File: src/sv/bdq_pkg.sv
// Shared constants and types for the bounded deque.
package bdq_pkg;

	localparam int DEPTH  = 16;
	localparam int ELEM_W = 32;
	localparam int IDX_W  = $clog2(DEPTH);
	localparam int CNT_W  = $clog2(DEPTH + 1);
	localparam int KIND_W = 3;
	localparam int STAT_W = 2;

	typedef logic [ELEM_W-1:0] elem_t;
	typedef logic [IDX_W-1:0]  idx_t;
	typedef logic [CNT_W-1:0]  cnt_t;
	typedef logic [KIND_W-1:0] kind_t;
	typedef logic [STAT_W-1:0] stat_t;

	localparam kind_t K_PUSH_F   = 3'd0;
	localparam kind_t K_PUSH_B   = 3'd1;
	localparam kind_t K_POP_F    = 3'd2;
	localparam kind_t K_POP_B    = 3'd3;
	localparam kind_t K_PEEK_F   = 3'd4;
	localparam kind_t K_PEEK_B   = 3'd5;
	localparam kind_t K_CONTAINS = 3'd6;
	localparam kind_t K_UNUSED   = 3'd7;

	localparam stat_t ST_OK    = 2'd0;
	localparam stat_t ST_EMPTY = 2'd1;
	localparam stat_t ST_FULL  = 2'd2;

endpackage

File: src/sv/bdq_ram.sv
// Single-port-write, single-port-read RAM with registered read data.
module bdq_ram #(
	parameter int DEPTH = 16,
	parameter int WIDTH = 32
) (
	input  logic                     clk,
	input  logic                     we,
	input  logic [$clog2(DEPTH)-1:0] waddr,
	input  logic [WIDTH-1:0]         wdata,
	input  logic [$clog2(DEPTH)-1:0] raddr,
	output logic [WIDTH-1:0]         rdata
);

	logic [WIDTH-1:0] mem [DEPTH];

	always_ff @(posedge clk) begin
		if (we) begin
			mem[waddr] <= wdata;
		end
		rdata <= mem[raddr];
	end

endmodule

File: src/sv/bounded_deque_unit.sv
// Bounded deque top level: request sequencer, slot adder and entry store.
//
// Requests enter on start while busy is low; each gives one result, shown for one
// cycle with done high, which the receiver must take then. A push or an unused
// request finishes in the execute state; a pop or peek first reads its entry from
// the entry store (with no read when the deque is empty), and a contains walks the
// entries one per cycle from the front, stopping at the first match or at the last
// entry, so it compares at most the entry count, and so at most DEPTH. Every entry
// read goes through the single read port of the entry store. All slot positions
// come from one shared add-and-wrap unit on the front index.
module bounded_deque_unit (
	input  logic                  clk,
	input  logic                  arst_n,
	input  logic                  start,
	input  bdq_pkg::kind_t        kind,
	input  bdq_pkg::elem_t        value,
	output logic                  busy,
	output logic                  done,
	output bdq_pkg::elem_t        value_out,
	output bdq_pkg::stat_t        status,
	output logic                  found,
	output bdq_pkg::cnt_t         count_out
);

	localparam logic [1:0] S_IDLE = 2'd0;
	localparam logic [1:0] S_EXEC = 2'd1;
	localparam logic [1:0] S_READ = 2'd2;
	localparam logic [1:0] S_WALK = 2'd3;

	localparam int SUM_W = bdq_pkg::IDX_W + 1;

	logic [1:0]      state_q;
	bdq_pkg::kind_t  kind_q;
	bdq_pkg::elem_t  value_q;
	bdq_pkg::idx_t   front_q;
	bdq_pkg::cnt_t   count_q;
	bdq_pkg::idx_t   walk_q;
	logic            done_q;
	bdq_pkg::elem_t  value_out_q;
	bdq_pkg::stat_t  status_q;
	logic            found_q;

	bdq_pkg::idx_t   off;
	logic [SUM_W-1:0] sum;
	bdq_pkg::idx_t   slot;
	bdq_pkg::elem_t  rdata;
	logic            full;
	logic            empty;
	logic            is_push;
	logic            ram_we;
	logic            walk_last;

	assign full    = (count_q == bdq_pkg::CNT_W'(bdq_pkg::DEPTH));
	assign empty   = (count_q == '0);
	assign is_push = (kind_q == bdq_pkg::K_PUSH_F) || (kind_q == bdq_pkg::K_PUSH_B);
	assign ram_we  = (state_q == S_EXEC) && is_push && !full;
	assign walk_last = ((bdq_pkg::CNT_W'(walk_q) + 1'b1) == count_q);

	// offset from the front for the shared slot adder
	always_comb begin
		off = '0;
		case (state_q)
			S_EXEC: begin
				case (kind_q) inside
					bdq_pkg::K_PUSH_F:                   off = bdq_pkg::IDX_W'(bdq_pkg::DEPTH - 1);
					bdq_pkg::K_PUSH_B:                   off = count_q[bdq_pkg::IDX_W-1:0];
					bdq_pkg::K_POP_B, bdq_pkg::K_PEEK_B: off = bdq_pkg::IDX_W'(count_q - 1'b1);
					default:                             off = '0;
				endcase
			end
			S_READ:  off = bdq_pkg::IDX_W'(1);
			S_WALK:  off = walk_q + 1'b1;
			default: off = '0;
		endcase
	end

	// both operands stay below DEPTH, so one conditional subtract wraps
	assign sum  = {1'b0, front_q} + {1'b0, off};
	assign slot = (sum >= SUM_W'(bdq_pkg::DEPTH)) ?
		bdq_pkg::IDX_W'(sum - SUM_W'(bdq_pkg::DEPTH)) : sum[bdq_pkg::IDX_W-1:0];

	bdq_ram #(
		.DEPTH (bdq_pkg::DEPTH),
		.WIDTH (bdq_pkg::ELEM_W)
	) u_ram (
		.clk   (clk),
		.we    (ram_we),
		.waddr (slot),
		.wdata (value_q),
		.raddr (slot),
		.rdata (rdata)
	);

	always_ff @(posedge clk or negedge arst_n) begin
		if (!arst_n) begin
			state_q <= S_IDLE;
			front_q <= '0;
			count_q <= '0;
			done_q  <= 1'b0;
		end else begin
			done_q <= 1'b0;
			case (state_q)
				S_IDLE: begin
					if (start) begin
						state_q <= S_EXEC;
					end
				end
				S_EXEC: begin
					case (kind_q) inside
						bdq_pkg::K_PUSH_F, bdq_pkg::K_PUSH_B: begin
							if (!full) begin
								count_q <= count_q + 1'b1;
								if (kind_q == bdq_pkg::K_PUSH_F) begin
									front_q <= slot;
								end
							end
							done_q  <= 1'b1;
							state_q <= S_IDLE;
						end
						bdq_pkg::K_POP_F, bdq_pkg::K_POP_B,
						bdq_pkg::K_PEEK_F, bdq_pkg::K_PEEK_B: begin
							if (empty) begin
								done_q  <= 1'b1;
								state_q <= S_IDLE;
							end else begin
								state_q <= S_READ;
							end
						end
						bdq_pkg::K_CONTAINS: begin
							if (empty) begin
								done_q  <= 1'b1;
								state_q <= S_IDLE;
							end else begin
								state_q <= S_WALK;
							end
						end
						default: begin
							done_q  <= 1'b1;
							state_q <= S_IDLE;
						end
					endcase
				end
				S_READ: begin
					if (kind_q == bdq_pkg::K_POP_F) begin
						front_q <= slot;
						count_q <= count_q - 1'b1;
					end else if (kind_q == bdq_pkg::K_POP_B) begin
						count_q <= count_q - 1'b1;
					end
					done_q  <= 1'b1;
					state_q <= S_IDLE;
				end
				S_WALK: begin
					if ((rdata == value_q) || walk_last) begin
						done_q  <= 1'b1;
						state_q <= S_IDLE;
					end
				end
				default: state_q <= S_IDLE;
			endcase
		end
	end

	// item capture, walk position and result payload
	always_ff @(posedge clk) begin
		case (state_q)
			S_IDLE: begin
				if (start) begin
					kind_q  <= kind;
					value_q <= value;
				end
			end
			S_EXEC: begin
				walk_q      <= '0;
				value_out_q <= '0;
				found_q     <= 1'b0;
				status_q    <= bdq_pkg::ST_OK;
				if (is_push && full) begin
					status_q <= bdq_pkg::ST_FULL;
				end else if (!is_push && kind_q != bdq_pkg::K_CONTAINS &&
				             kind_q != bdq_pkg::K_UNUSED && empty) begin
					status_q <= bdq_pkg::ST_EMPTY;
				end
			end
			S_READ: begin
				value_out_q <= rdata;
			end
			S_WALK: begin
				walk_q <= walk_q + 1'b1;
				if (rdata == value_q) begin
					found_q <= 1'b1;
				end
			end
			default: ;
		endcase
	end

	assign busy      = (state_q != S_IDLE);
	assign done      = done_q;
	assign value_out = value_out_q;
	assign status    = status_q;
	assign found     = found_q;
	assign count_out = count_q;

`ifndef SYNTHESIS
	a_count_bound: assert property (@(posedge clk) disable iff (!arst_n)
		count_q <= bdq_pkg::CNT_W'(bdq_pkg::DEPTH))
		else $error("entry count above depth");

	a_done_idle: assert property (@(posedge clk) disable iff (!arst_n)
		done |-> !busy)
		else $error("result shown while still busy");

	a_start_busy: assert property (@(posedge clk) disable iff (!arst_n)
		(start && !busy) |=> busy)
		else $error("accepted item did not raise busy");

	a_full_count: assert property (@(posedge clk) disable iff (!arst_n)
		(done && status == bdq_pkg::ST_FULL) |->
		(count_out == bdq_pkg::CNT_W'(bdq_pkg::DEPTH)))
		else $error("full status with room left");

	a_empty_count: assert property (@(posedge clk) disable iff (!arst_n)
		(done && status == bdq_pkg::ST_EMPTY) |-> (count_out == '0 && value_out == '0))
		else $error("empty status with entries held");

	a_found_walk: assert property (@(posedge clk) disable iff (!arst_n)
		(done && found) |-> $past(state_q == S_WALK))
		else $error("found set outside a contains walk");
`endif

endmodule
File: config.mk
export PLATFORM = sky130hd
export DESIGN_NAME = bounded_deque_unit
export DESIGN_NICKNAME = d
export VERILOG_FILES = /design/src/sv/bdq_pkg.sv /design/src/sv/bdq_ram.sv /design/src/sv/bounded_deque_unit.sv
export SDC_FILE = /design/constraint.sdc
export NUM_CORES = 1
export LEC_CHECK = 0
export CORE_ASPECT_RATIO = 0.8
export CORE_MARGIN = 2
export CORE_UTILIZATION = 25
export DETAILED_ROUTE_END_ITERATION = 7
export DONT_BUFFER_PORTS = 1
export PLACE_DENSITY = 0.43
export SYNTH_ARGS = -nofsm -noshare
export SYNTH_HDL_FRONTEND = slang
export SYNTH_SLANG_ARGS = --single-unit
File: constraint.sdc
create_clock -name clk -period 5.69 [get_ports clk]
set_clock_uncertainty 0.15 [all_clocks]
set_input_delay 1.138 -clock clk [delete_from_list [all_inputs] [get_ports clk]]
set_output_delay 1.138 -clock clk [all_outputs]
set_load 0.1 [all_outputs]
==> impl_metrics.json <==
{
  "ys_warn_count": 0,
  "area_growth_syn_to_layout_pct": 17.20,
  "track_usage_pct": 12.79,
  "fin_crit_sh_pct": 84.10,
  "period_needed_ns": 4.785,
  "required_ns": 5.79,
  "layout-drive-gt1-share_pct": 23.05,
  "cp-end-kind": "flip-flop",
  "fmax_mhz": 209.0,
  "num_rows": 102,
  "grt_pass1_wl_um": 90200,
  "synth.net_count": 1283,
  "fin_tns_setup_ns": 0,
  "synth-edff-count": 586,
  "die-width_um": 351.8,
  "hold_viol": 0,
  "drtIter0Drc": 828,
  "power_switching_mw": 6.756,
  "p_leak_nw": 9.112,
  "drc_errors": 0,
  "grt_pass1_vias": 12040,
  "htreeDepth": 3,
  "cts-root-buf": "clkbuf_16",
  "drt-pass1-iter-count": 5,
  "ant_nets": 0,
  "r2r_cells": 15,
  "crit_arrival_ns": 4.89,
  "clk_latency_ns": 0.61,
  "nets": 1342,
  "clockPowerShare_pct": 24.8,
  "ys_types": 54,
  "drt-total-wl_um": 63320,
  "cts_tree": "yes",
  "place.detailed.hpwl_um": 36310,
  "synthCells": 1234,
  "ios": 80,
  "die_area_um2": 99270,
  "worstMarginPinSlew_ns": 1.094,
  "synth_seq_cells": 630,
  "peakVddDrop_v": 0.0006016,
  "layout_setup_ws_ns": 0.9045,
  "cts.sinks": 630,
  "drv_slew": 0,
  "grt_overflow": 0,
  "synth-main-ff-cell": "edfxtp_1",
  "p_int_mw": 10.84,
  "fin_hold_ws_ns": 0.06832,
  "cts_resized": 0,
  "via_per_inst": 4.389,
  "pwr-share-comb_pct": 34.4,
  "vias": 11610,
  "synthArstFlopShare_pct": 1.905,
  "criticalPathCategory": "reg -> reg",
  "cts.path.max_buffers": 3,
  "grt_antenna_before_repair": 4,
  "p_sw_share_pct": 38.39,
  "dp_slack_ns": 0.8982,
  "p_per_area_nw_per_um2": 620.8,
  "status": "finished clean",
  "pwr-share-seq_pct": 40.9,
  "die_y_um": 282.2,
  "maxSlewHeadroom_pct": 27.21,
  "synthesis.area_um2": 24190,
  "postCtsHoldBufs": 0,
  "start_util_pct": 25.10,
  "crit_path_max_fanout": 20,
  "cts_buffers": 68,
  "coreArea_um2": 96350,
  "grt_max_degree": 91,
  "setup_violations": 0,
  "wl_per_cell_um": 23.93,
  "crit_path_start_kind": "flip-flop",
  "min_path_type": "in -> async",
  "ys_seq_area_share_pct": 76.64,
  "mostFrequentLayoutCells": "586 x edfxtp_1, 138 x nand2_1, 128 x mux4_2",
  "cts_setup_buffers": 0,
  "grt_setup_unrepaired": "false",
  "maxCapViolCount": 0,
  "port_buffers": 0,
  "cts.clk_slew.worst_paths_ns": 0.06,
  "mostFrequentLayoutCell": "edfxtp_1",
  "syn_area_per_cell_um2": 19.60,
  "place_congestion": 0.7466
}
## routing by layer
layer | vias to the layer above | global-route usage, % | part of all wire, %
met5 | - | 0 | 0.039
met4 | 4 | 3.243 | 1.8
met3 | 82 | 2.242 | 4.2
met2 | 262 | 19.89 | 46
met1 | 6242 | 18.47 | 48
li1 | 5024 | - | -
## power by group through the flow
stage	Clock, mW	Combinational (mW)	Sequential, mW
after global placement	0	6.24	7.30
after global routing	4.67	6.59	7.27
after floorplan	0	4.19	7.21
after detailed placement	0	6.22	7.31
final	4.36	6.05	7.19
after CTS	4.50	6.25	7.22
## synthesized netlist by cell type (5+ instances only)
cell | n | area share (%)
a21oi_1 | 6 | 0.12
nor2_1 | 25 | 0.39
nand2_1 | 138 | 2.1
xor2_1 | 40 | 1.4
ha_1 | 10 | 0.52
a31oi_1 | 32 | 0.83
dfxtp_1 | 32 | 2.6
mux2_2 | 5 | 0.23
inv_1 | 12 | 0.19
clkbuf_1 | 29 | 0.45
buf_2 | 20 | 0.41
mux4_2 | 128 | 12
o21ai_0 | 6 | 0.12
nor4_1 | 9 | 0.23
edfxtp_1 | 586 | 73
and3_1 | 33 | 0.85
nor3_1 | 10 | 0.21
and2_1 | 36 | 0.93
dfrtp_1 | 12 | 1.2
xnor2_1 | 8 | 0.29
## critical path: stages, from the launching register on
cell,delay [ns]
dfrtp_1,0.37
inv_1,0.08
ha_1,0.21
nand2b_1,0.11
o21ai_0,0.18
nand3b_1,0.10
a21boi_0,0.16
nor2_1,0.06
nor2_1,0.15
ha_1,0.32
a21oi_1,0.13
xnor2_1,0.66
xor2_4,0.27
nand3_4,0.17
nor3_4,0.77
buf_4,0.51
## sequential cells by signal, indices dropped and copies added (netlist names), 2 cells and up
name,count
count_out,5
front_q,4
kind_q,3
state_q,2
status,2
u_ram.mem,512
u_ram.rdata,32
value_out,32
value_q,32
walk_q,4
## through the flow
stage | total power [mW] | cells | util [%] | area [um2]
3_3_place_gp | 13.53 | 2523 | 27.15 | 26160
5_1_grt | 18.52 | 2645 | 29.42 | 28350
2_1_floorplan | 11.41 | 1234 | - | 24190
3_5_place_dp | 13.53 | 2523 | 27.15 | 26160
4_1_cts | 17.96 | 2645 | 29.42 | 28350
6_report | 17.60 | 2646 | 29.42 | 28350
## path summary, 6_finish.rpt
path                                                from                          end  slack [ns]
worst max-delay path            count_out[1]$_DFFE_PN0P_  u_ram.mem[15][22]$_DFFE_PP_        0.90
worst min-delay path                              arst_n       front_q[2]$_DFFE_PN0P_        0.07
worst max register to register  count_out[1]$_DFFE_PN0P_  u_ram.mem[15][22]$_DFFE_PP_        0.90
worst min register to register    front_q[2]$_DFFE_PN0P_       front_q[2]$_DFFE_PN0P_        0.38
max in group asynchronous                         arst_n     count_out[2]$_DFFE_PN0P_        5.23
min in group clk                  front_q[2]$_DFFE_PN0P_       front_q[2]$_DFFE_PN0P_        0.38
## kinds of logic (layout without fill, tap and decap cells)
family / count (synthesis) / in the layout / share of synthesized area [%]
AOI/OAI and AO/OA: 61 / 61 / 1.728
xor gates and xnor gates: 50 / 50 / 1.873
adders and majority gates: 11 / 11 / 0.6000
buffers and inverters: 73 / 184 / 1.422
DFF: 630 / 630 / 76.64
muxes: 134 / 134 / 12.19
other: 0 / 1 / 0
and+or+nand+nor: 275 / 275 / 5.545
## area by class of cell
class	instances	area, um2
fillers	9426	68010
flip-flops and latches	630	18540
multi-input cells	531	5487
clock buffers	82	1774
well taps	1300	1627
repair buffers	50	462.9
clock inverters	40	414.1
inverters	12	45.04
diodes	1	2.502
Power figures use the tool's default switching activity.
